File: src/hw/rtl/esfs_pkg.sv
package esfs_pkg;

    localparam int ENT_W = 18;
    localparam int LOG_W = 21;
    localparam logic [ENT_W-1:0] ENT_MAX = 18'h3FFFF;

    typedef struct packed {
        logic [7:0] feature_id;
        logic [4:0] attr_value;
        logic [2:0] class_label;
        logic       last_sample;
        logic       last_feature;
    } sample_t;

    typedef struct packed {
        logic [ENT_W-1:0] column_entropy;
        logic [7:0]       best_feature_id;
        logic [7:0]       best_position;
        logic [ENT_W-1:0] best_entropy;
        logic             selection_done;
        logic             overflow;
    } result_t;

    typedef struct packed {
        logic inc;
        logic pair_clr;
        logic val_clr;
    } hist_cmd_t;

    typedef enum logic [3:0] {
        S_INIT,
        S_IDLE,
        S_UPD,
        S_VRD,
        S_VWT,
        S_VLOG,
        S_PRD,
        S_PWT,
        S_PLOG,
        S_MUL,
        S_ACC,
        S_DIV,
        S_OUT
    } state_t;

endpackage

File: src/hw/rtl/esfs_hist.sv
module esfs_hist
    import esfs_pkg::*;
#(
    parameter int CNT_W = 13,
    parameter int PA_W = 8,
    parameter int VA_W = 5,
    parameter int CELLS = 256,
    parameter int NVALS = 32
)
(
    input  logic             clk,
    input  logic             rst_n,
    input  hist_cmd_t        cmd,
    input  logic [PA_W-1:0]  pair_addr,
    input  logic [VA_W-1:0]  val_addr,
    output logic [CNT_W-1:0] pair_rd,
    output logic [CNT_W-1:0] val_rd
);

    logic [CNT_W-1:0] pair_mem [CELLS];
    logic [CNT_W-1:0] val_mem [NVALS];

    logic             inc_d_reg;
    logic [PA_W-1:0]  pa_d_reg;
    logic [VA_W-1:0]  va_d_reg;
    logic [CNT_W-1:0] pair_rd_reg;
    logic [CNT_W-1:0] val_rd_reg;

    logic             pair_we;
    logic [PA_W-1:0]  pair_wa;
    logic [CNT_W-1:0] pair_wd;
    logic             val_we;
    logic [VA_W-1:0]  val_wa;
    logic [CNT_W-1:0] val_wd;

    // increment is written back the cycle after its read
    always_comb
    begin
        pair_we = inc_d_reg | cmd.pair_clr;
        pair_wa = inc_d_reg ? pa_d_reg : pair_addr;
        pair_wd = inc_d_reg ? pair_rd_reg + CNT_W'(1) : '0;
        val_we  = inc_d_reg | cmd.val_clr;
        val_wa  = inc_d_reg ? va_d_reg : val_addr;
        val_wd  = inc_d_reg ? val_rd_reg + CNT_W'(1) : '0;
    end

    always_ff @(posedge clk or negedge rst_n)
    begin
        if (!rst_n)
        begin
            inc_d_reg <= 1'b0;
        end
        else
        begin
            inc_d_reg <= cmd.inc;
        end
    end

    always_ff @(posedge clk)
    begin
        pa_d_reg <= pair_addr;
        va_d_reg <= val_addr;
        if (cmd.inc || cmd.pair_clr)
        begin
            pair_rd_reg <= pair_mem[pair_addr];
        end
        if (pair_we)
        begin
            pair_mem[pair_wa] <= pair_wd;
        end
        if (cmd.inc || cmd.val_clr)
        begin
            val_rd_reg <= val_mem[val_addr];
        end
        if (val_we)
        begin
            val_mem[val_wa] <= val_wd;
        end
    end

    assign pair_rd = pair_rd_reg;
    assign val_rd  = val_rd_reg;

endmodule

File: config.mk
export PLATFORM = sky130hd
export DESIGN_NAME = esfs_hist
export DESIGN_NICKNAME = d
export VERILOG_FILES = /design/src/hw/rtl/esfs_pkg.sv /design/src/hw/rtl/esfs_hist.sv
export SDC_FILE = /design/constraint.sdc
export NUM_CORES = 2
export LEC_CHECK = 0
export BUFFER_PORTS_ARGS = -buffer_cell sky130_fd_sc_hd__buf_2
export CAP_MARGIN = 20
export CORE_ASPECT_RATIO = 1.2
export CORE_MARGIN = 1.5
export CORE_UTILIZATION = 51
export DETAILED_ROUTE_END_ITERATION = 16
export PLACE_DENSITY_LB_ADDON = 0.05
export SETUP_SLACK_MARGIN = 0.5
export SLEW_MARGIN = 10
export SYNTH_ARGS = -nofsm -noshare
export SYNTH_HDL_FRONTEND = slang
export SYNTH_SLANG_ARGS = --single-unit
export TNS_END_PERCENT = 10
File: constraint.sdc
create_clock -name clk -period 30.1 [get_ports clk]
set_input_delay 3.01 -clock clk [delete_from_list [all_inputs] [get_ports clk]]
set_output_delay 3.01 -clock clk [all_outputs]
set_load 0.05 [all_outputs]
## Word level (Yosys, flattened, before mapping)

Memories as Yosys holds them, arrays and structs flattened. A register that Yosys moved wholly into a read port is not among the register bits.
Cells that the tools add are included.

- Bits in writable memories: 3744
- Input port bits: 18
- Memories: 2
- Flip-flop bits (word level): 14
- Output and inout port bits: 26
- Logic and storage cells: 19

Memories:

| memory | depth | bits a word | read ports | clocked after Yosys merged registers in | wr ports | RTL line | text |
|---|---|---|---|---|---|---|---|
| pair_mem | 256 | 13 | 1 | 1 | 1 | esfs_hist.sv:20 | `logic [CNT_W-1:0] pair_mem [CELLS];` |
| val_mem | 32 | 13 | 1 | 1 | 1 | esfs_hist.sv:21 | `logic [CNT_W-1:0] val_mem [NVALS];` |

- Muxes and demuxes: 8
- Bitwise logic cells: 2
- Add/subtract/negate cells: 2
- Reductions and logical operators: 2

Operators with widths:

| operator | count |
|---|---|
| adder 13 x 1 -> 13 bit (second input constant) | 2 |
| two-way mux 13 bit | 2 |
| two-way mux 8 bit | 1 |
| two-way mux 5 bit | 1 |
| two-way mux 1 bit | 4 |
| logical OR 1 bit | 2 |
| OR 1 bit | 2 |

## Logic depth before layout (Yosys ltp)

- Depth after elaboration: 3
- Mapped depth: 11
- Depth with buffers taken out: 7

## Worst setup path before layout

No wires, ideal clock.

- Kind: register -> register
- Start: register pair_rd_reg[3], in the netlist pair_rd[3] (read register of pair_mem)
- End: memory pair_mem[0][12], data pin
- Data required time: 27824 ps
- Cell stages (with the launch flop): 6
- Path buffers: 0
- Library setup time: 2276 ps
- Period minus slack after synthesis: 14165 ps
- Arrival time: 11890 ps
- Path slack: 15935 ps
- Cell sequence: edfxtp_1 nand4_1 nor2_1 nand4_1 or3_1 a21boi_0

- Longest elaborated chain between the ends: 2

Ends and longest elaborated chain:

| what | RTL line | text |
|---|---|---|
| start, declared | esfs_hist.sv:26 | `logic [CNT_W-1:0] pair_rd_reg;` |
| adder 13 x 1 -> 13 bit | esfs_hist.sv:41 | `pair_wd = inc_d_reg ? pair_rd_reg + CNT_W'(1) : '0;` |
| two-way mux 13 bit | esfs_hist.sv:41 |  |
| net pair_wd[12] | esfs_hist.sv:31 | `logic [CNT_W-1:0] pair_wd;` |
| end, declared | esfs_hist.sv:20 |  |

The timed path passes the listed nets, and every way through them passes these cells.

==> flow_summary.yaml <==
layout:
  final_common_cell: "edfxtp_1"
  final-seq-area_um2: 113000
  reg_top3: "pair_mem (3328), val_mem (416)"
  multi_input_area_um2: 30200
  largest_reg_flops: 3328
  final_cell_mix: "edfxtp_1, mux4_2, clkbuf_16"
  nFillCells: 20600
  utilization_pct: 57.8
  top_register: "pair_mem"
  layout.nets: 7052
  area_growth_pct: 12.7
  drive_gt1_share_pct: 26.4
clock_tree:
  cts_buffer_depth: 4
  cts_resized: 0
  clk_latency_ns: 0.91
  cts_tree: "done"
  clockRootBuffer: "clkbuf_16"
  cts_max_level: 5
  cts_buffers: 377
  ctsHoldBuffers: 0
  post_cts_buffers: 0
  clock_sinks: 3784
  clkTransAtPathRegs_ns: 0.06
critical_path:
  crit_path_end_kind: "register"
  worstPathRequired_ns: 30.68
  cp-start-kind: "input pin"
  path_max_fanout: 80
  worst_ep_arrival_time_ns: 8.86
  regToRegEndpoint: "pair_mem[145][10]"
  critical_path_class: "in -> reg"
  reg2reg_depth: 8
  reg2reg_slack_ns: 24.81
  timing.rr.start: "pair_rd[4]"
synthesis:
  yosys.area_share.adder_pct: 0.0172
  synth_nets: 6681
  syn_inst: 6661
  synth.area.mux_share_pct: 14.6
  synth_top_family_by_area: "multiplexers"
  synth-compound-area-share_pct: 3.69
  synth-main-ff-cell: "edfxtp_1"
  synth_edf_count: 3770
  postSynthAreaPerCell_um2: 21.8
  ys_seq_elements: 3784
  synth.distinct_cells: 65
  synth_xor_area_share_pct: 0.0843
  yosysWarnings: 0
  ys_seq_area_share_pct: 78.0
  synth_simple_gate_area_share_pct: 1.95
  synthArstFlopShare_pct: 0.0264
  synth_area_um2: 145000
global_route:
  antenna_found_initial: 13
  grt_first_pass_wirelength_mm: 550
  busiest_layer: "met2"
  grt_util_met1_pct: 37.9
  use_met2_pct: 43.9
  use_met3_pct: 3.97
  grt_overflow: 0
  grt_pass1_vias: 71700
  grt_max_degree: 205
  track_usage_pct: 26.9
hold_path:
  hp-start: "val_rd[11]"
  min_path_cells: 2
  hold_path_end: "val_mem[4][11]"
  hold_path_class: "reg -> reg"
sta:
  max-slew-margin-rel_pct: 20.9
  setup_viol: 0
  finalHoldViolCount: 0
  rsz0062_at_grt: "no"
  tightestPinTransition_ns: 1.18
  finalClockSkew_ns: 0.0540
  holdWs_ns: 0.889
  min_period_ns: 8.28
  fmax_mhz: 121
  fin_crit_sh_pct: 27.5
  drv_slew: 0
  fin_setup_tns_ns: 0
floorplan:
  die_y_um: 588
  start_util_pct: 51.3
  ios: 44
  die_w_um: 491
  die_area_um2: 289000
  fp-row-count: 214
  core_area_um2: 284000
pwr:
  p_leak_nw: 51.8
  power_per_cell_area_nw_per_um2: 69.5
  ir_drop_v: 0.0000513
placed_design:
  io_buffers: 43
  gp_congestion: 0.841
  place_hpwl_mm: 228
run_status:
  status: "finished, final reports clean"
drt:
  drc: 0
  first_pass_iters: 5
  vias_per_cell: 6.40
  dr.first_iter.drc_count: 8289
  vias: 71200
  routed_wl_mm: 389
  wl_per_cell_um: 35.0
  drtAntennaViolNets: 0
flow_run:
  max_cap_violations: 0
[cell usage after synthesis, types with 33 or more instances]
master,count,share of area [%]
buf_2,106,0.36
a21oi_1,124,0.43
mux4_2,822,13
nor2_1,317,0.82
o21ai_0,55,0.19
mux2i_1,197,1.4
clkbuf_1,172,0.44
o221ai_1,57,0.34
edfxtp_1,3770,78
buf_4,55,0.28
o22ai_1,73,0.31
a22o_1,76,0.46
a221oi_1,86,0.52
a31oi_1,33,0.14
nand2_1,119,0.31
a22oi_1,158,0.82
nor3_1,50,0.17
[worst max path at each step]
stage	start	to	slack (ns)	depth (start not counted)
floorplan	pair_rd[3]	pair_mem[0][12]	15.93	5
global placement	pair_addr[0]	pair_rd[7]	20.72	10
detailed placement	pair_addr[0]	pair_rd[7]	20.75	10
CTS	pair_addr[0]	pair_rd[7]	21.71	10
global route	pair_addr[0]	pair_rd[5]	21.51	10
finish	pair_addr[0]	pair_rd[7]	21.82	10
[layout make-up]
| cell class | instances | share of cell area (%) |
|---|---|---|
| timing repair buffer | 392 | 2.01 |
| clock inverter | 211 | 1.31 |
| tap | 3780 | 2.88 |
| clock buffer | 467 | 6.12 |
| inverter | 20 | 0.0465 |
| multi-input combinational | 2457 | 18.4 |
| antenna | 9 | 0.0137 |
| sequential | 3784 | 69.2 |
[critical path: stages]
cell	delay, ns
buf_12	0.40
buf_12	0.48
buf_12	0.55
buf_4	0.80
buf_4	0.82
mux4_2	0.60
a221oi_1	0.78
o22ai_1	0.15
a211oi_1	0.88
nor4_1	0.18
[routing by layer]
layer,routed length [um],part of all wire [%],up-vias
met2,193000,50,2922
li1,-,-,29100
met5,0,0,-
met4,11800,3.0,0
met1,156000,40,38700
met3,27800,7.2,544
[cell families (layout without fill, tap and decap cells)]
kind of cell	Yosys count	count (layout)
multiplexers	1056	1056
AO/OA/AOI/OAI	746	746
AND/OR/NAND/NOR	639	639
buffers and inverters	420	1090
other	0	9
adder cells (fa/ha/maj)	2	2
XOR/XNOR	14	14
flip-flops	3784	3784
[metrics by stage]
step           worst slack (ns)  power (mW)  cells  area [um^2]
2_1_floorplan             15.93        6.56   6661       145000
3_3_place_gp              20.72        6.79  10400       151000
3_5_place_dp              20.75        6.81  10400       151000
4_1_cts                   21.71        11.5  11100       164000
5_1_grt                   21.51        11.7  11100       164000
6_report                  21.82        11.4  11100       164000
[where the power goes]
| part | leakage [nW] | total [mW] | internal (mW) | switching (mW) |
|---|---|---|---|---|
| clock | 5.97 | 4.70 | 2.74 | 1.95 |
| combinational | 11.2 | 0.730 | 0.195 | 0.535 |
| sequential | 34.6 | 5.98 | 5.95 | 0.0220 |
| total | 51.8 | 11.4 | 8.89 | 2.51 |
Power figures use the tool's default switching activity.
