## src/hw/rtl/esfs_pkg.sv

```systemverilog
package esfs_pkg;

    localparam int ENT_W = 18;
    localparam int LOG_W = 21;
    localparam logic [ENT_W-1:0] ENT_MAX = 18'h3FFFF;

    typedef struct packed {
        logic [7:0] feature_id;
        logic [4:0] attr_value;
        logic [2:0] class_label;
        logic       last_sample;
        logic       last_feature;
    } sample_t;

    typedef struct packed {
        logic [ENT_W-1:0] column_entropy;
        logic [7:0]       best_feature_id;
        logic [7:0]       best_position;
        logic [ENT_W-1:0] best_entropy;
        logic             selection_done;
        logic             overflow;
    } result_t;

    typedef struct packed {
        logic inc;
        logic pair_clr;
        logic val_clr;
    } hist_cmd_t;

    typedef enum logic [3:0] {
        S_INIT,
        S_IDLE,
        S_UPD,
        S_VRD,
        S_VWT,
        S_VLOG,
        S_PRD,
        S_PWT,
        S_PLOG,
        S_MUL,
        S_ACC,
        S_DIV,
        S_OUT
    } state_t;

endpackage

```

## src/hw/rtl/esfs_log2.sv

```systemverilog
module esfs_log2
    import esfs_pkg::*;
#(
    parameter int CNT_W = 13
)
(
    input  logic             clk,
    input  logic             rst_n,
    input  logic             start,
    input  logic [CNT_W-1:0] n,
    output logic             done,
    output logic [LOG_W-1:0] result
);

    logic [4:0]  k_init;
    logic [30:0] m_init;
    logic [4:0]  k_reg;
    logic [30:0] m_reg;
    logic [15:0] frac_reg;
    logic [3:0]  step_reg;
    logic        busy_reg;
    logic        done_reg;
    logic [61:0] sq;
    logic [31:0] t;
    logic [30:0] m_next;

    always_comb
    begin
        k_init = '0;
        for (int i = 0; i < CNT_W; i++)
        begin
            if (n[i])
            begin
                k_init = 5'(i);
            end
        end
        m_init = 31'(n) << (5'd30 - k_init);
    end

    // Q2.30 mantissa squared, one fraction bit per cycle
    assign sq     = m_reg * m_reg;
    assign t      = sq[61:30];
    assign m_next = t[31] ? t[31:1] : t[30:0];

    always_ff @(posedge clk or negedge rst_n)
    begin
        if (!rst_n)
        begin
            busy_reg <= 1'b0;
            done_reg <= 1'b0;
            step_reg <= '0;
        end
        else
        begin
            done_reg <= busy_reg && (step_reg == 4'd0);
            if (start)
            begin
                busy_reg <= 1'b1;
                step_reg <= 4'd15;
            end
            else if (busy_reg)
            begin
                step_reg <= step_reg - 4'd1;
                if (step_reg == 4'd0)
                begin
                    busy_reg <= 1'b0;
                end
            end
        end
    end

    always_ff @(posedge clk)
    begin
        if (start)
        begin
            k_reg <= k_init;
            m_reg <= m_init;
        end
        else if (busy_reg)
        begin
            m_reg              <= m_next;
            frac_reg[step_reg] <= t[31];
        end
    end

    assign done   = done_reg;
    assign result = {k_reg, frac_reg};

endmodule

```

## config.mk

```make
export PLATFORM = sky130hd
export DESIGN_NAME = esfs_log2
export DESIGN_NICKNAME = d
export VERILOG_FILES = /design/src/hw/rtl/esfs_pkg.sv /design/src/hw/rtl/esfs_log2.sv
export SDC_FILE = /design/constraint.sdc
export NUM_CORES = 2
export LEC_CHECK = 0
export ABC_AREA = 1
export BUFFER_PORTS_ARGS = -buffer_cell sky130_fd_sc_hd__buf_2
export CAP_MARGIN = 20
export CELL_PAD_IN_SITES_DETAIL_PLACEMENT = 1
export CELL_PAD_IN_SITES_GLOBAL_PLACEMENT = 2
export CORE_ASPECT_RATIO = 0.6
export CORE_UTILIZATION = 37
export DETAILED_ROUTE_END_ITERATION = 16
export GPL_TIMING_DRIVEN = 1
export MAX_ROUTING_LAYER = met4
export PLACE_DENSITY = 0.81
export SLEW_MARGIN = 0
export SYNTH_ARGS = -nofsm -noshare
export SYNTH_HDL_FRONTEND = slang
export SYNTH_SLANG_ARGS = --single-unit
```

## constraint.sdc

```tcl
create_clock -name clk -period 6.4 [get_ports clk]
set_input_delay 0.32 -clock clk [delete_from_list [all_inputs] [get_ports clk]]
set_output_delay 0.32 -clock clk [all_outputs]
set_load 0.02 [all_outputs]
```

After elaboration in Yosys (flattened, before gate mapping)
Cells that the tools add are included.
{ "classes": {"addsub": 2, "n_mul": 1, "magnitude_cmp": 2, "n_shift": 1, "n_mux": 23, "n_bitwise": 1, "reduce_logical": 5} }
{ "op_table": {"columns": ["op", "count"], "rows": [
  ["31-bit 2-to-1 mux", 3],
  ["31-bit by 31-bit multiplier with 62-bit output", 1],
  ["5-bit 2-to-1 mux", 10],
  ["13-bit by 5-bit << shifter with 31-bit output", 1],
  ["16-bit bitwise mux", 1],
  ["4-bit 2-to-1 mux", 2],
  ["4-bit by 5-bit < comparator with 1-bit output, second input constant", 1],
  ["1-bit 2-to-1 mux", 5],
  ["5-bit subtractor, first input constant", 1],
  ["1-bit demux with 4-bit select", 1],
  ["4-bit by 1-bit >= comparator with 1-bit output, second input constant", 1],
  ["4-bit zero test", 1],
  ["4-bit by 1-bit subtractor with 4-bit output, second input constant", 1],
  ["1-bit logical AND", 2],
  ["2-bit 2-to-1 mux", 1],
  ["2-bit AND reduction", 1],
  ["2-bit nonzero test", 1],
  ["1-bit NOT", 1]
]} }
{ "totals": {"regBits": 58, "input_bits": 16} }

Longest topological paths before layout
{ "depth": {"depth_word": 15, "mapped_depth": 36, "depth_no_buf": 33} }

Worst setup path after synthesis
Ideal clock, no wire load.
{ "synth_path": {"path_kind": "register to register", "start": "register m_reg[8]", "end": "register m_reg[18] (data pin)", "t_arrival_ps": 6799, "slack_ps": -652, "path_stages_with_launch": 32, "path_buffers": 3, "path_cell_list": "edfxtp_1 > clkbuf_1 > buf_1 > nand2_1 > fa_1 > fa_1 > inv_1 > fa_1 > inv_1 > fa_1 > inv_1 > fa_1 > fa_1 > fa_1 > inv_1 > fa_1 > inv_1 > ha_1 > nand2_1 > nor2_2 > inv_1 > nor2_1 > inv_1 > nor3_2 > nand2_2 > nand2_2 > nand2_1 > nand2_2 > buf_8 > nand2_1 > nand3_1 > nand2_1"} }
{ "synth_between": {"elab_chain_cells": 4} }
{ "synth_lines": {"columns": ["element", "line", "rtl"], "rows": [
  ["start, declared", "esfs_log2.sv:18", "logic [30:0] m_reg;"],
  ["start signal, assigned", "esfs_log2.sv:77", "m_reg <= m_init;"],
  ["start signal, assigned", "esfs_log2.sv:81", "m_reg <= m_next;"],
  ["31-bit by 31-bit multiplier with 62-bit output", "esfs_log2.sv:41", "assign sq = m_reg * m_reg;"],
  ["net sq[61]", "esfs_log2.sv:23", "logic [61:0] sq;"],
  ["31-bit 2-to-1 mux", "esfs_log2.sv:43", "assign m_next = t[31] ? t[31:1] : t[30:0];"],
  ["31-bit 2-to-1 mux", "esfs_log2.sv:79", "else if (busy_reg)"],
  ["31-bit 2-to-1 mux", "esfs_log2.sv:74", "if (start)"]
]} }
The timed path passes the listed nets, and every way through them passes these cells. The select of a mux whose other input is x is not followed.
A chain may end at the register's enable or synchronous reset.

Worst setup path in the final report
{ "layout_path": {"start": "register m_reg[9]", "end": "register m_reg[12] (data pin)"} }
{ "layout_between": {"elab_chain_cells": 4} }
{ "layout_lines": {"columns": ["element", "line"], "rows": [
  ["31-bit by 31-bit multiplier with 62-bit output", "esfs_log2.sv:41"],
  ["31-bit 2-to-1 mux", "esfs_log2.sv:43"],
  ["31-bit 2-to-1 mux", "esfs_log2.sv:79"],
  ["31-bit 2-to-1 mux", "esfs_log2.sv:74"]
]} }
Every way passes these cells. The select of a mux whose other input is x is not followed.

==> reports/qor.csv <==
metric;value;unit
grt_max_degree;33;
layout-drive-gt1-share;0.251;
drtIter0Drc;2172;
grt_pass1_vias;31045;
crit_path_start_kind;flip-flop;
ys_types;42;
wire_per_inst;21.0;um
rr_worst_depth;32;
grt_pass1_wl;184;mm
setup_viol;47;
antenna_left;0;
clock_skew;0.0150;ns
core-area;84400;um^2
crit_slowest_cell;fa_2;
required;6.48;ns
slew_viol_final;0;
numCtsBuffers;9;
synthArstFlopShare;0.105;
io-pin-count;38;
cts-root-buf;clkbuf_16;
cts_tree;done;
seqCellArea;1680;um^2
r2r_start;m_reg[9]$_DFFE_PP_;
setup_ws;-1.08;ns
finalCritPeriodShare;1.17;
numClockSinks;57;
wl;120;mm
vias;28092;
worstMarginPinSlew;1.12;ns
crit_type;flip-flop to flip-flop;
antenna_found_initial;2;
io_buffers;36;
worstReg2RegEnd;m_reg[12]$_DFFE_PP_;
multi_input_area;26700;um^2
die_x;381;um
largest_reg_flops;31;
max_stage_delay;0.57;ns
yosysSeqAreaShare;0.0527;
nets;5606;
n_fill_cell;10082;
fp.dieH;229;um
synth_flop_cell;edfxtp_1;
area_growth;29.0;%
synth_seq_cells;57;
clk_pin_slew_worst_paths;0.07;ns
synth_nets;4976;
worstSetupEndpointType;flip-flop;
cp_num_buf_inv;12;
crit_arrival;7.56;ns
dp_hpwl;100;mm
synth_area_leaders;fa_1 47%, inv_1 14%, ha_1 11%;
synth_top_area_frac;0.469;
maxCapViolCount;0;
layout_common_cells;1168 x inv_1, 751 x nand2_1, 702 x fa_1, 601 x buf_4, 251 x ha_1;
pre_cts_ws;-1.29;ns
grt_overflow;0;
avgSynthCellArea;8.10;um^2
final_common_cell;inv_1;
r2r_slack;-1.08;ns
synth_edf_count;51;
ys_warn_count;0;
syn_area;31900;um^2
crit_fanout;6;
grt_use_total;0.285;
drcViolationCount;0;
start_util;0.378;
clk_latency;0.37;ns
hp-class;input port to asynchronous set/reset pin;
failed_checks;negative setup slack;
path_delay_family;adder cells;
synthCells;3936;
drt_pass1_iterations;5;
hold_violations;0;
routabilityCongestion;0.987;
rows;82;
yosys.area.top_type;fa_1;
rsz0062_at_grt;yes;
die_area;87400;um^2
clock.fmax;134;MHz
h-tree-depth;3;
viasPerCell;4.92;
cts_max_path_buffers;2;
period_needed;7.48;ns
status;finished, violations left;
slew_headroom;0.246;
cpMostUsedCell;fa_1;
## per-stage QoR
stage	util	cells	TNS (ns)	area (um^2)	hold WS (ns)
after floorplan	-	3936	-10.67	32100	0.0244
after global routing	0.487	5705	-53.90	41100	0.330
after detailed placement	0.454	5614	-53.64	38300	0.155
final	0.487	5706	-46.79	41100	0.329
after global placement	0.454	5614	-45.28	38300	0.156
after CTS	0.475	5683	-39.33	40100	0.320
## synthesized netlist by cell type, types with 2 or more instances
master	count
nor4_1	6
edfxtp_1	51
fa_1	747
or2_2	7
nor3_2	2
nor3_1	11
nand2_2	15
a31o_2	2
clkbuf_1	89
buf_6	6
o21a_1	6
nand2_1	844
inv_1	1224
dfrtp_1	6
o21ai_1	6
buf_1	12
inv_2	4
clkinv_1	2
nand3_1	152
buf_4	2
nand4_1	20
nand3b_1	8
xor2_1	21
a21oi_1	107
xnor2_1	17
a31oi_1	4
ha_1	277
o21ai_0	67
buf_2	7
o21bai_1	16
nor2_1	171
a21o_1	11
nor2_2	7
## worst register-to-register path, delay by kind of cell (launching register included)
| kind | cells | cell delay, ns |
|---|---|---|
| compound gates | 3 | 0.50 |
| fa+ha+maj | 9 | 4.33 |
| buf+inv | 12 | 1.26 |
| flops | 1 | 0.42 |
| simple gates | 8 | 0.69 |
## layer usage
metal / wire length (um) / GRT usage
met1: 59300 / 0.439
met2: 50200 / 0.403
met3: 8900 / 0.0398
met4: 1580 / 0.0326
met5: 0 / -
## kinds of logic (layout without fill, tap and decap cells)
| logic type | count (synthesis) | after routing | synth area share |
|---|---|---|---|
| AO/OA/AOI/OAI | 223 | 223 | 0.0386 |
| other | 1 | 2 | 0.000118 |
| XOR/XNOR | 38 | 38 | 0.0104 |
| buffers and inverters | 1347 | 1979 | 0.161 |
| AND/OR/NAND/NOR | 1246 | 1249 | 0.160 |
| adder cells (fa/ha/maj) | 1024 | 1024 | 0.578 |
| flip-flops | 57 | 57 | 0.0527 |
## worst max path at each step
stage | end | start | slack, ns | cells past startpoint
2_1_floorplan | m_reg[18]$_DFFE_PP_ | m_reg[12]$_DFFE_PP_ | -0.31 | 33
3_3_place_gp | m_reg[12]$_DFFE_PP_ | m_reg[9]$_DFFE_PP_ | -1.12 | 26
3_5_place_dp | m_reg[12]$_DFFE_PP_ | m_reg[14]$_DFFE_PP_ | -1.29 | 26
4_1_cts | m_reg[14]$_DFFE_PP_ | m_reg[12]$_DFFE_PP_ | -0.93 | 29
5_1_grt | m_reg[24]$_DFFE_PP_ | m_reg[9]$_DFFE_PP_ | -1.28 | 33
6_report | m_reg[12]$_DFFE_PP_ | m_reg[9]$_DFFE_PP_ | -1.08 | 32
## layout make-up
| type | count | share of cell area |
|---|---|---|
| Inverter | 1230 | 0.112 |
| Multi-Input combinational cell | 2535 | 0.650 |
| Antenna cell | 1 | 0.0000608 |
| Sequential cell | 57 | 0.0409 |
| Clock buffer | 10 | 0.00557 |
| Tap cell | 1134 | 0.0345 |
| Timing Repair Buffer | 733 | 0.155 |
| Clock inverter | 6 | 0.00143 |
## timing repair
| item | in CTS | in global routing |
|---|---|---|
| hold endpoints to repair | 6 | 0 |
| setup buffers | 44 | 19 |
| hold buffers | 1 | 0 |
| endpoints found under the setup margin | 47 | 47 |
| gates cloned | 9 | 3 |
| resized for setup | 268 | 222 |
| pin swaps | 68 | 114 |
Power is not shown: default switching activity piles up to over one toggle a cycle in this logic, so the estimate is an artifact.
