**src/hw/rtl/esfs_div.sv**
```systemverilog
module esfs_div
#(
    parameter int NUM_W = 35,
    parameter int DEN_W = 13
)
(
    input  logic             clk,
    input  logic             rst_n,
    input  logic             start,
    input  logic [NUM_W-1:0] num,
    input  logic [DEN_W-1:0] den,
    output logic             done,
    output logic [NUM_W-1:0] quo
);

    localparam int CN_W = $clog2(NUM_W + 1);

    logic [DEN_W-1:0] rem_reg;
    logic [NUM_W-1:0] quo_reg;
    logic [CN_W-1:0]  cnt_reg;
    logic             busy_reg;
    logic             done_reg;
    logic [DEN_W:0]   trial;
    logic             qbit;
    logic [DEN_W:0]   diff;

    // restoring division, one quotient bit per cycle
    always_comb
    begin
        trial = {rem_reg, quo_reg[NUM_W-1]};
        diff  = trial - {1'b0, den};
        qbit  = (trial >= {1'b0, den});
    end

    always_ff @(posedge clk or negedge rst_n)
    begin
        if (!rst_n)
        begin
            busy_reg <= 1'b0;
            done_reg <= 1'b0;
            cnt_reg  <= '0;
        end
        else
        begin
            done_reg <= busy_reg && (cnt_reg == CN_W'(1));
            if (start)
            begin
                busy_reg <= 1'b1;
                cnt_reg  <= CN_W'(NUM_W);
            end
            else if (busy_reg)
            begin
                cnt_reg <= cnt_reg - CN_W'(1);
                if (cnt_reg == CN_W'(1))
                begin
                    busy_reg <= 1'b0;
                end
            end
        end
    end

    always_ff @(posedge clk)
    begin
        if (start)
        begin
            rem_reg <= '0;
            quo_reg <= num;
        end
        else if (busy_reg)
        begin
            rem_reg <= qbit ? diff[DEN_W-1:0] : trial[DEN_W-1:0];
            quo_reg <= {quo_reg[NUM_W-2:0], qbit};
        end
    end

    assign done = done_reg;
    assign quo  = quo_reg;

endmodule

```
**config.mk**
```make
export PLATFORM = sky130hd
export DESIGN_NAME = esfs_div
export DESIGN_NICKNAME = d
export VERILOG_FILES = /design/src/hw/rtl/esfs_div.sv
export SDC_FILE = /design/constraint.sdc
export NUM_CORES = 1
export LEC_CHECK = 0
export BUFFER_PORTS_ARGS = -buffer_cell sky130_fd_sc_hd__buf_4
export CORE_MARGIN = 2
export CORE_UTILIZATION = 47
export DETAILED_ROUTE_END_ITERATION = 12
export PLACE_DENSITY = 0.75
export SYNTH_ARGS = -nofsm -noshare
export SYNTH_HDL_FRONTEND = slang
export SYNTH_SLANG_ARGS = --single-unit
```
**constraint.sdc**
```tcl
create_clock -name clk -period 2.4 [get_ports clk]
set_clock_uncertainty 0.1 [all_clocks]
set_input_delay 0.12 -clock clk [delete_from_list [all_inputs] [get_ports clk]]
set_output_delay 0.12 -clock clk [all_outputs]
set_load 0.005 [all_outputs]
```
Word-level counts from Yosys, hierarchy flattened
Index checks and enable logic that the tools add are counted.
{"block": "classes", "mux": 8, "add_sub_neg": 2, "n_div": 0, "reduce_logical": 2, "order_cmp": 1, "eq_ne": 1, "shift": 0, "n_mul": 0, "bitwise": 0}
{"operator": "2-to-1 mux 35 bit", "count": 2}
{"operator": "greater-or-equal comparator 14 x 13 -> 1 bit", "count": 1}
{"operator": "2-to-1 mux 13 bit", "count": 1}
{"operator": "subtractor 13 bit", "count": 1}
{"operator": "2-to-1 mux 6 bit", "count": 2}
{"operator": "equality test 6 x 1 -> 1 bit (second input constant)", "count": 1}
{"operator": "subtractor 6 x 1 -> 6 bit (second input constant)", "count": 1}
{"operator": "2-to-1 mux 1 bit", "count": 3}
{"operator": "nonzero test 2 bit", "count": 1}
{"operator": "logical AND 1 bit", "count": 1}
{"block": "word_totals", "rom_bits": 0, "mem_count": 0, "in_bits": 51, "regBits": 56, "latchBits": 0, "ramBits": 0, "word_cells": 19, "out_inout_bits": 36}

Longest topological paths before layout
Gate-level depths: netlist of the first run.
{"block": "depth", "depth_word": 4, "mapped_depth": 10, "depth_no_buf": 9}

Least setup slack after synthesis of the first run
No wires, ideal clock.
{"block": "synth_path", "path_kind": "reg-to-reg", "startpoint": "reg quo_reg[34] (netlist: quo[34])", "endpoint": "reg rem_reg[10]", "arrival_time_ns": 2.166, "setup_ns": 0.091, "n_path_buf": 0, "t_required_ns": 2.209, "synth_period_minus_slack_ns": 2.357, "setup_slack_ns": 0.043, "path_stages_with_launch": 10, "cell_sequence": "edfxtp_1 > inv_1 > ha_1 > fa_1 > nor2b_1 > o31a_1 > o31ai_4 > a21o_1 > a221o_1 > a311oi_1"}
{"block": "synth_via", "elab_chain_cells": 2, "word_cells_on_any_way": 3, "classes_between": "add/sub: 1; order compare: 1; mux: 1"}
{"item": "start, declared", "line": "19", "rtl": "logic [NUM_W-1:0] quo_reg;"}
{"item": "start signal, assigned", "line": "67", "rtl": "quo_reg <= num;"}
{"item": "start signal, assigned", "line": "72", "rtl": "quo_reg <= {quo_reg[NUM_W-2:0], qbit};"}
{"item": "subtractor 13 bit or greater-or-equal comparator 14 x 13 -> 1 bit (tied branches)", "line": "31, 32"}
{"item": "2-to-1 mux 13 bit *", "line": "71", "rtl": "rem_reg <= qbit ? diff[DEN_W-1:0] : trial[DEN_W-1:0];"}
{"item": "end signal, assigned", "line": "71"}
{"item": "end, declared", "line": "18", "rtl": "logic [DEN_W-1:0] rem_reg;"}
Mark *: on every way between the ends. The rest lies on a longest branch, timed or not.
A chain may end at the register's enable or synchronous reset.

Worst setup path in the final report of the first run
Ends and elaborated chain as after synthesis.

==> results of run 1 <==
layer usage:
metal	GRT usage, %	wire length (µm)	vias to the layer above
met1	29.5	3480	1341
met5	0	0	-
li1	-	-	1334
met4	9.96	219	0
met3	4.91	460	20
met2	38.1	4390	99
worst paths after layout:
check                                 from          end  slack, ns  cells past startpoint
worst max-delay path               quo[34]  rem_reg[10]      -0.15                      9
worst min-delay path                num[3]       quo[3]      0.006                      2
worst max register to register     quo[34]  rem_reg[10]      -0.15                      9
worst min register to register  rem_reg[4]   rem_reg[5]       0.42                      2
max in group asynchronous            rst_n   cnt_reg[1]       2.04                      2
min in group asynchronous            rst_n     busy_reg       0.03                      2
power by group:
| part | leakage (nW) | switching, mW | internal [mW] |
|---|---|---|---|
| Clock | 0.0506 | 0.352 | 0.217 |
| Sequential | 0.572 | 0.143 | 1.22 |
| Combinational | 1.37 | 0.831 | 0.863 |
| Total | 1.99 | 1.33 | 2.30 |
cells by family after synthesis:
| group | Yosys count | synth area share [%] |
|---|---|---|
| AO/OA/AOI/OAI | 65 | 14.4 |
| XOR/XNOR | 11 | 3.05 |
| multiplexers | 37 | 13.2 |
| buffers and inverters | 33 | 4.08 |
| AND/OR/NAND/NOR | 71 | 10.8 |
| flip-flops | 56 | 47.9 |
| adder cells (fa/ha/maj) | 16 | 6.58 |
cells in the mapped netlist, types with 2 or more instances:
library cell / number / area, µm²
a31o_2: 2 / 17.5
dfrtp_1: 8 / 200
nor4_1: 3 / 18.8
o22ai_1: 2 / 12.5
a21oi_1: 15 / 75.1
edfxtp_1: 35 / 1050
clkbuf_1: 11 / 41.3
a31oi_1: 2 / 12.5
nand2b_1: 2 / 12.5
inv_1: 19 / 71.3
o21a_1: 4 / 30.0
a21o_1: 3 / 22.5
o31a_1: 2 / 17.5
nor3_1: 5 / 25.0
dfxtp_1: 13 / 260
nor2_1: 20 / 75.1
xor2_1: 5 / 43.8
or2_2: 2 / 12.5
nor2b_1: 3 / 18.8
nand2_1: 17 / 63.8
nand3_1: 13 / 65.1
mux2_2: 36 / 405
and3_1: 2 / 12.5
xnor2_1: 6 / 52.6
o21ai_0: 14 / 70.1
ha_1: 15 / 188
a311oi_1: 11 / 96.3
through the flow:
| step | setup slack (ns) | instances | instance area [µm²] | setup TNS (ns) | power (mW) |
|---|---|---|---|---|---|
| finish | -0.150 | 498 | 4510 | -0.838 | 3.62 |
| CTS | -0.0208 | 492 | 4360 | -0.0362 | 3.49 |
| global placement | 0.0552 | 459 | 3990 | 0 | 2.81 |
| detailed placement | -0.0413 | 459 | 3990 | -0.0887 | 2.84 |
| global route | -0.254 | 498 | 4510 | -2.64 | 3.84 |
| floorplan | 0.0427 | 289 | 3160 | 0 | 2.32 |
repair_timing:
action                                 4_1_cts  5_1_grt
setup buffers                                6        3
hold buffers                                19        3
endpoints found under the hold margin       26        3
gates resized for setup                      9       19
pin swaps                                    4       13
cloned                                       0        0
setup endpoints to repair                   10       14
cell type report:
type	count	area, µm²	area share [%]
multi-input cells	200	1630	36.2
flip-flops and latches	56	1510	33.5
repair buffers	137	1100	24.4
well taps	77	96.3	2.14
inverters	20	75.1	1.66
clock buffers	5	68.8	1.53
clock inverters	3	26.3	0.583
worst max-delay path, cell delays in order, from the launching register on:
cell and delay (ns):
edfxtp_1 0.38, inv_2 0.06, ha_4 0.16, fa_2 0.41
nor2b_2 0.16, o31a_1 0.22, o31ai_4 0.12, a21o_4 0.25
a221o_1 0.34, a311oi_2 0.27
==> results.ini, run 1 <==
[timing]
fin_ws_ns = -0.150
rsz0062_at_grt = true
maxSlewHeadroom_pct = 57.5
hold_ws_ns = 0.00619
hold_violations = 0
max_freq_mhz = 392
final.min_clock_period_ns = 2.55
final-max-slew-violation-count = 0
setup_viol = 13
worst_slew_pin_slew_ns = 0.638
min_period_over_period_pct = 106

[run_status]
violations = setup timing
outcome = complete, but fails checks

[clocking]
htree_levels = 2
path_clk_slew_ns = 0.12
cts_root_buf = clkbuf_8
cts.sink_count = 56
numCtsBuffers = 5
clkLatencyLatePin_ns = 0.32
tritoncts = done
cts_buffer_depth = 2

[global_route]
grt_pass1_wl_mm = 13.5
grt_use_total_pct = 23.2
grt_start_max_net_pins = 52
gr-total-overflow = 0
grt_pass1_vias = 2785
antenna_found_initial = 0

[routing]
via_count = 2794
antenna_left = 0
routed_wirelength_mm = 8.55
drt_iter0_drc = 182
wl_per_cell_um = 17.2
drc = 0
vias_per_cell = 5.61
first_pass_iters = 4

[synthesis]
ys_warn_count = 0
synth_enable_flop_cells = 35
synthFlopType = edfxtp_1
syn_inst = 289
ys_seq_elements = 56
synthArstFlopShare_pct = 14.3
ys_seq_area_share_pct = 47.9
avgSynthCellArea_um2 = 10.9
syn_area_um2 = 3160
syn_nets = 356
synth_cell_type_count = 46

[floorplan]
core_um2 = 6420
die_x_um = 85.9
die-area_um2 = 7390
ios = 87
rows = 29
fp.dieH_um = 85.9
start_util_pct = 49.1

[critical_path]
critical_path_class = reg -> reg
critPathLaunchType = register
worstPathMaxFanout = 6
crit_required_ns = 2.54
arrival_ns = 2.69
endpoint_kind = register

[layout]
final_common_cell = buf_4
final_cell_mix = 111 x buf_4, 35 x mux2_2, 35 x edfxtp_1
fin_util_pct = 70.2
antenna_cells = 0
fin_nets = 487
largest_reg_flops = 35
drive_above_1_share_pct = 44.2
fill_cells = 434
area_delta_synth_final_pct = 42.9

[placed_design]
gp_congestion = 0.842
port_buffers = 86
hpwl_mm = 5.55

[pwr]
p_leak_nw = 1.99
ir_drop_uv = 528
power_density_nw_per_um2 = 803

[job]
cap_violations = 0

[hold_path]
hold_class = in -> reg

Note: power is estimated with default switching activity, not from simulation.
==> run 2, diff against run 1 <==
ABC_AREA = 1   (was default)
CORE_UTILIZATION = 48   (was 47)
==> run 2 against run 1 <==
The run now ends clean. Sequential share of layout area decreased by 0.58 points. Sequential cell count unchanged. Non-clock buffer count decreased by 9. Design area increased by 1.8%. Core utilization decreased by 3.0 points. Clock power decreased by 7.0%. Combinational power about the same. Synthesized cell count increased by 58%. Final cell count increased by 36%. Register-to-register slack improved by 0.55 ns. Largest cell class unchanged. Largest power group unchanged.
==> results.ini, run 2 <==
[synthesis]
synth_top_area_share_pct = 30.9  ; was 33.3%
synthFlopType = edfxtp_1  ; unchanged
avgSynthCellArea_um2 = 7.44  ; was 10.9 µm²
yosysMostFrequentCell = nand2_1  ; was mux2_2
synth_enable_flop_cells = 35  ; unchanged
syn_area_um2 = 3400  ; was 3160 µm²
syn_inst = 457  ; was 289
ys_seq_elements = 56  ; unchanged
ys_seq_area_share_pct = 44.4  ; was 47.9%
syn_nets = 524  ; was 356
ys_warn_count = 0  ; unchanged
synth_common_cells = 205 x nand2_1, 68 x inv_1, 35 x edfxtp_1, 30 x nand3_1, 17 x nand4_1  ; was 36 x mux2_2, 35 x edfxtp_1, 20 x nor2_1, 19 x inv_1, 17 x nand2_1
synth_top_cell_by_area = edfxtp_1  ; unchanged
synth_cell_type_count = 31  ; was 46
synthArstFlopShare_pct = 14.3  ; unchanged
netlist_top_cells_area = edfxtp_1 31%, nand2_1 23%, dfxtp_1 7.7%, inv_1 7.5%, dfrtp_1 5.9%  ; was edfxtp_1 33%, mux2_2 13%, dfxtp_1 8.2%, dfrtp_1 6.3%, ha_1 5.9%

[routing]
wl_per_cell_um = 13.0  ; was 17.2 µm
vias_per_cell = 4.94  ; was 5.61
antenna_left = 0  ; unchanged
first_pass_iters = 5  ; was 4
drc = 0  ; unchanged
routed_wirelength_mm = 8.80  ; was 8.55 mm
drt_iter0_drc = 206  ; was 182
via_count = 3332  ; was 2,794

[floorplan]
start_util_pct = 49.8  ; was 49.1%
die-area_um2 = 7770  ; was 7390 µm²
rows = 30  ; was 29
die_x_um = 88.2  ; was 85.9 µm
core_um2 = 6830  ; was 6420 µm²
fp.dieH_um = 88.2  ; was 85.9 µm
ios = 87  ; unchanged

[pwr]
ir_drop_uv = 336  ; was 528 µV
p_leak_nw = 2.47  ; was 1.99 nW
power_mw = 3.54  ; was 3.62 mW
power_density_nw_per_um2 = 771  ; was 803 nW/µm²

[critical_path]
crit_required_ns = 2.51  ; was 2.54 ns
critPathLaunchType = register  ; unchanged
arrival_ns = 2.11  ; was 2.69 ns
critical_path_class = reg -> reg  ; unchanged
endpoint_kind = register  ; unchanged
worstPathMaxFanout = 15  ; was 6
path_cells = inv_1 -> ha_1 -> fa_1 -> inv_1 -> nand2_1 -> nand3_2 -> nand2_2 -> nand3_4 -> nand3_1 -> nand3_1 -> nand2_1  ; was inv_2 -> ha_4 -> fa_2 -> nor2b_2 -> o31a_1 -> o31ai_4 -> a21o_4 -> a221o_1 -> a311oi_2
critPathBufInv = 2  ; was 1
max_stage_delay_ns = 0.42  ; was 0.41 ns
cp_slowest_cell = fa_1  ; was fa_2
cp_top_family = simple AND/OR/NAND/NOR gates  ; was compound AO/OA/AOI/OAI gates

[clocking]
htree_levels = 2  ; unchanged
cts_buffer_depth = 2  ; unchanged
cts_root_buf = clkbuf_8  ; unchanged
clkLatencyLatePin_ns = 0.31  ; was 0.32 ns
cts.sink_count = 56  ; unchanged
numCtsBuffers = 5  ; unchanged
tritoncts = done  ; unchanged
cts_resized = 0  ; was 9
path_clk_slew_ns = 0.10  ; was 0.12 ns

[timing]
setup_viol = 0  ; was 13
hold_violations = 0  ; unchanged
worst_slew_pin_slew_ns = 0.445  ; was 0.638 ns
maxSlewHeadroom_pct = 70.3  ; was 57.5%
rsz0062_at_grt = false  ; was true
setup_tns_ns = 0  ; was -0.838 ns
final-max-slew-violation-count = 0  ; unchanged
hold_ws_ns = 0.00176  ; was 0.00619 ns
max_freq_mhz = 500  ; was 392 MHz
final.min_clock_period_ns = 2.00  ; was 2.55 ns
min_period_over_period_pct = 83.4  ; was 106%

[layout]
fin_nets = 645  ; was 487
multi_input_area_um2 = 1560  ; was 1630 µm²
final_common_cell = nand2_1  ; was buf_4
area_delta_synth_final_pct = 35.0  ; was 42.9%
fill_cells = 567  ; was 434
fin_util_pct = 67.2  ; was 70.2%
final-instance-count-excl-fill = 675  ; was 498
antenna_cells = 0  ; unchanged
drive_above_1_share_pct = 19.9  ; was 44.2%
final_cell_mix = 205 x nand2_1, 93 x buf_4, 68 x inv_1  ; was 111 x buf_4, 35 x mux2_2, 35 x edfxtp_1
regArea_um2 = 1510  ; unchanged
largest_reg_flops = 35  ; unchanged

[global_route]
grt_pass1_vias = 3254  ; was 2,785
gr-total-overflow = 0  ; unchanged
antenna_found_initial = 0  ; unchanged
grt_use_total_pct = 23.5  ; was 23.2%
grt_pass1_wl_mm = 14.4  ; was 13.5 mm
grt_start_max_net_pins = 41  ; was 52

[hold_path]
hold_class = in -> reg  ; unchanged

[placed_design]
place_inst = 632  ; was 459
hpwl_mm = 6.03  ; was 5.55 mm
gp_congestion = 0.927  ; was 0.842
port_buffers = 86  ; unchanged

[job]
cap_violations = 0  ; unchanged

[run_status]
outcome = complete, no violations  ; was complete, but fails checks

-- run 2: metal layers --
layer | routed length, µm | track usage, %
met1 | 3560 | 28.4
met4 | 204 | 7.99
met3 | 479 | 5.47
met2 | 4550 | 41.2
met5 | 0 | 0
-- run 2: repair_timing --
item / in CTS / in global routing
hold endpoints to repair: 42 / 0
hold buffers: 35 / 0
buffers inserted: 0 / 0
setup endpoints to repair: 0 / 0
-- run 2: cell families after synthesis --
group                    Yosys count  share of synthesized area [%]
AND/OR/NAND/NOR                  282                           36.1
buffers and inverters             85                           9.75
flip-flops                        56                           44.4
adder cells (fa/ha/maj)           16                           6.11
AO/OA/AOI/OAI                     13                           2.32
XOR/XNOR                           5                           1.29
-- run 2: path summary, 6_finish.rpt --
| check | slack (ns) | cells after the start | to | startpoint |
|---|---|---|---|---|
| worst max-delay path | 0.40 | 11 | rem_reg[8] | quo[34] |
| worst min-delay path | 0.002 | 3 | quo[4] | num[4] |
| worst max register to register | 0.40 | 11 | rem_reg[8] | quo[34] |
| worst min register to register | 0.38 | 2 | rem_reg[3] | rem_reg[3] |
| max in group asynchronous | 2.02 | 2 | busy_reg | rst_n |
| min in group asynchronous | 0.06 | 2 | cnt_reg[5] | rst_n |
-- run 2: worst reg2reg max path, cell delays in order, from the launching register on --
cell,delay [ns]
edfxtp_1,0.35
inv_1,0.06
ha_1,0.20
fa_1,0.42
inv_1,0.11
nand2_1,0.07
nand3_2,0.09
nand2_2,0.08
nand3_4,0.20
nand3_1,0.10
nand3_1,0.08
nand2_1,0.05
-- run 2: final cells by class --
class	instances	share of cell area (%)
multi-input cells	316	33.9
well taps	96	2.62
clock buffers	7	1.66
inverters	71	5.81
clock inverters	1	0.191
repair buffers	128	22.8
flip-flops and latches	56	32.9
-- run 2: power by group --
| group | total (mW) | switching, mW | internal [mW] |
|---|---|---|---|
| clock network | 0.529 | 0.317 | 0.212 |
| logic | 1.68 | 0.984 | 0.695 |
| registers | 1.33 | 0.123 | 1.21 |
| total | 3.54 | 1.42 | 2.11 |
-- run 2: metrics by stage --
step	setup slack [ns]	cell area, µm²
CTS	0.400	4590
global placement	0.470	4150
global route	0.252	4590
finish	0.399	4590
floorplan	0.475	3400
detailed placement	0.417	4150
==> run 3, diff against run 2 <==
clock period = 1.74 ns   (was 2.4 ns; I/O delays follow)
==> run 3 against run 2 <==
The flow now finishes with violations (setup timing). Sequential power increased by 38%. Worst hold slack better by 0.013 ns. Register-to-register slack worse by 0.50 ns. First-iteration DRC count rose by 19%. Global-route usage rose by 2.9 points. Via count rose by 8.4%. Die area did not move. Core utilization up 6.5 points. Combinational power is 83% higher. Design area increased by 9.7%. Setup slack worse by 0.50 ns. Total power grew 60%. Critical path type unchanged.
==> results.ini, run 3 (synthesis results as in run 2) <==
[run_status]
outcome = complete, but fails checks  ; was complete, no violations
violations = setup timing

[critical_path]
endpoint_kind = register  ; unchanged
arrival_ns = 1.96  ; was 2.11 ns
cp_top_family = simple AND/OR/NAND/NOR gates  ; unchanged
critPathBufInv = 2  ; unchanged
cp.depth = 11  ; unchanged
critPathLaunchType = register  ; unchanged
worstPathMaxFanout = 8  ; was 15
cp_slowest_cell = edfxtp_1  ; was fa_1
crit_required_ns = 1.86  ; was 2.51 ns
max_stage_delay_ns = 0.38  ; was 0.42 ns
reg2reg_depth = 11  ; unchanged
path_cells = inv_2 -> ha_4 -> fa_2 -> inv_2 -> nand2_2 -> nand3_4 -> nand2_4 -> nand3_4 -> nand3_2 -> nand3_2 -> nand2_2  ; was inv_1 -> ha_1 -> fa_1 -> inv_1 -> nand2_1 -> nand3_2 -> nand2_2 -> nand3_4 -> nand3_1 -> nand3_1 -> nand2_1
crit_start = quo[34]  ; unchanged
rr_startpoint = quo[34]  ; unchanged
critical_path_class = reg -> reg  ; unchanged

[clocking]
numCtsBuffers = 5  ; unchanged
tritoncts = done  ; unchanged
path_clk_slew_ns = 0.11  ; was 0.10 ns
cts.sink_count = 56  ; unchanged
cts_root_buf = clkbuf_8  ; unchanged
clkLatencyLatePin_ns = 0.31  ; about the same
htree_levels = 2  ; unchanged
cts_buffer_depth = 2  ; unchanged

[routing]
drc = 0  ; unchanged
first_pass_iters = 5  ; unchanged
routed_wirelength_mm = 10.2  ; was 8.80 mm
drt_iter0_drc = 246  ; was 206
vias_per_cell = 5.10  ; was 4.94
via_count = 3611  ; was 3,332
wl_per_cell_um = 14.4  ; was 13.0 µm
antenna_left = 0  ; unchanged

[placed_design]
hpwl_mm = 6.38  ; was 6.03 mm
port_buffers = 86  ; unchanged
gp_congestion = 0.929  ; was 0.927

[timing]
hold_ws_ns = 0.0145  ; was 0.00176 ns
hold_violations = 0  ; unchanged
maxSlewHeadroom_pct = 71.3  ; was 70.3%
fin_ws_ns = -0.102  ; was 0.399 ns
final-max-slew-violation-count = 0  ; unchanged
rsz0062_at_grt = true  ; was false
max_freq_mhz = 543  ; was 500 MHz
final.min_clock_period_ns = 1.84  ; was 2.00 ns
setup_tns_ns = -0.918  ; was 0 ns
setup_viol = 14  ; was 0
worst_slew_pin_slew_ns = 0.430  ; was 0.445 ns
min_period_over_period_pct = 106  ; was 83.4%

[global_route]
antenna_found_initial = 0  ; unchanged
grt_start_max_net_pins = 41  ; unchanged
grt_pass1_wl_mm = 16.0  ; was 14.4 mm
gr-total-overflow = 0  ; unchanged
grt_pass1_vias = 3518  ; was 3,254
grt_use_total_pct = 26.5  ; was 23.5%

[layout]
drive_above_1_share_pct = 29.1  ; was 19.9%
largest_reg_flops = 35  ; unchanged
area_delta_synth_final_pct = 48.0  ; was 35.0%
fin_nets = 678  ; was 645
final_common_cell = nand2_1  ; unchanged
antenna_cells = 0  ; unchanged
fill_cells = 484  ; was 567
regArea_um2 = 1520  ; was 1510 µm²
multi_input_area_um2 = 1730  ; was 1560 µm²
final_cell_mix = 196 x nand2_1, 120 x buf_4, 65 x inv_1  ; was 205 x nand2_1, 93 x buf_4, 68 x inv_1

[pwr]
p_leak_nw = 2.68  ; was 2.47 nW
power_density_nw_per_um2 = 1130  ; was 771 nW/µm²
ir_drop_uv = 603  ; was 336 µV

[floorplan]
start_util_pct = 49.8  ; unchanged
die-area_um2 = 7770  ; unchanged
die_x_um = 88.2  ; unchanged
ios = 87  ; unchanged
rows = 30  ; unchanged
fp.dieH_um = 88.2  ; unchanged
core_um2 = 6830  ; unchanged

[job]
cap_violations = 0  ; unchanged

[hold_path]
hold_class = in -> async  ; was in -> reg

run 3: worst paths after layout:
path,end,slack [ns]
max in group asynchronous,busy_reg,1.40
max reg2reg,rem_reg[12],-0.10
min in group clk,rem_reg[0],0.13
min,cnt_reg[1],0.01
max,rem_reg[12],-0.10
min reg2reg,rem_reg[5],0.38
run 3: power breakdown:
group          leakage [nW]  internal [mW]  switching (mW)
clock network        0.0456          0.289           0.456
logic                  2.05           1.42            1.66
registers             0.588           1.67           0.170
total                  2.68           3.38            2.29
run 3: per-layer routing:
layer,wire [µm],share of wire (%),GRT usage [%],vias up
met5,0,0,0,-
met4,328,3.2,7.58,0
met3,501,4.9,5.00,29
met2,5410,53,49.3,137
met1,3930,39,30.8,1696
li1,-,-,-,1749
run 3: through the flow:
stage | cell area, µm² | utilization [%] | instances | worst slack [ns] | power (mW)
floorplan | 3420 | - | 457 | -0.0846 | 3.49
global placement | 4370 | 64.0 | 659 | -0.0737 | 4.36
detailed placement | 4370 | 64.0 | 659 | -0.159 | 4.44
CTS | 4930 | 72.2 | 707 | -0.0962 | 5.45
global route | 5030 | 73.7 | 708 | -0.201 | 6.08
finish | 5030 | 73.7 | 708 | -0.102 | 5.67
run 3: cell type report:
type	count	area share, %
multi-input combinational	317	34.4
inverter	71	5.37
tap	96	2.39
timing repair buffer	160	26.0
clock inverter	2	0.273
sequential	56	30.1
clock buffer	6	1.44
run 3: timing repair:
action | CTS | global route
endpoints found under the setup margin | 14 | 14
hold buffers | 36 | 0
pin swaps | 6 | 9
setup buffers | 2 | 1
gates resized for setup | 15 | 21
endpoints found under the hold margin | 43 | 0
gates cloned | 2 | 0
run 3: worst register-to-register path: cells and delay by family (launching register included):
kind                     cells  cell delay (ns)
AND/OR/NAND/NOR              7             0.63
adder cells (fa/ha/maj)      2             0.50
buffers and inverters        2             0.14
flip-flops                   1             0.38
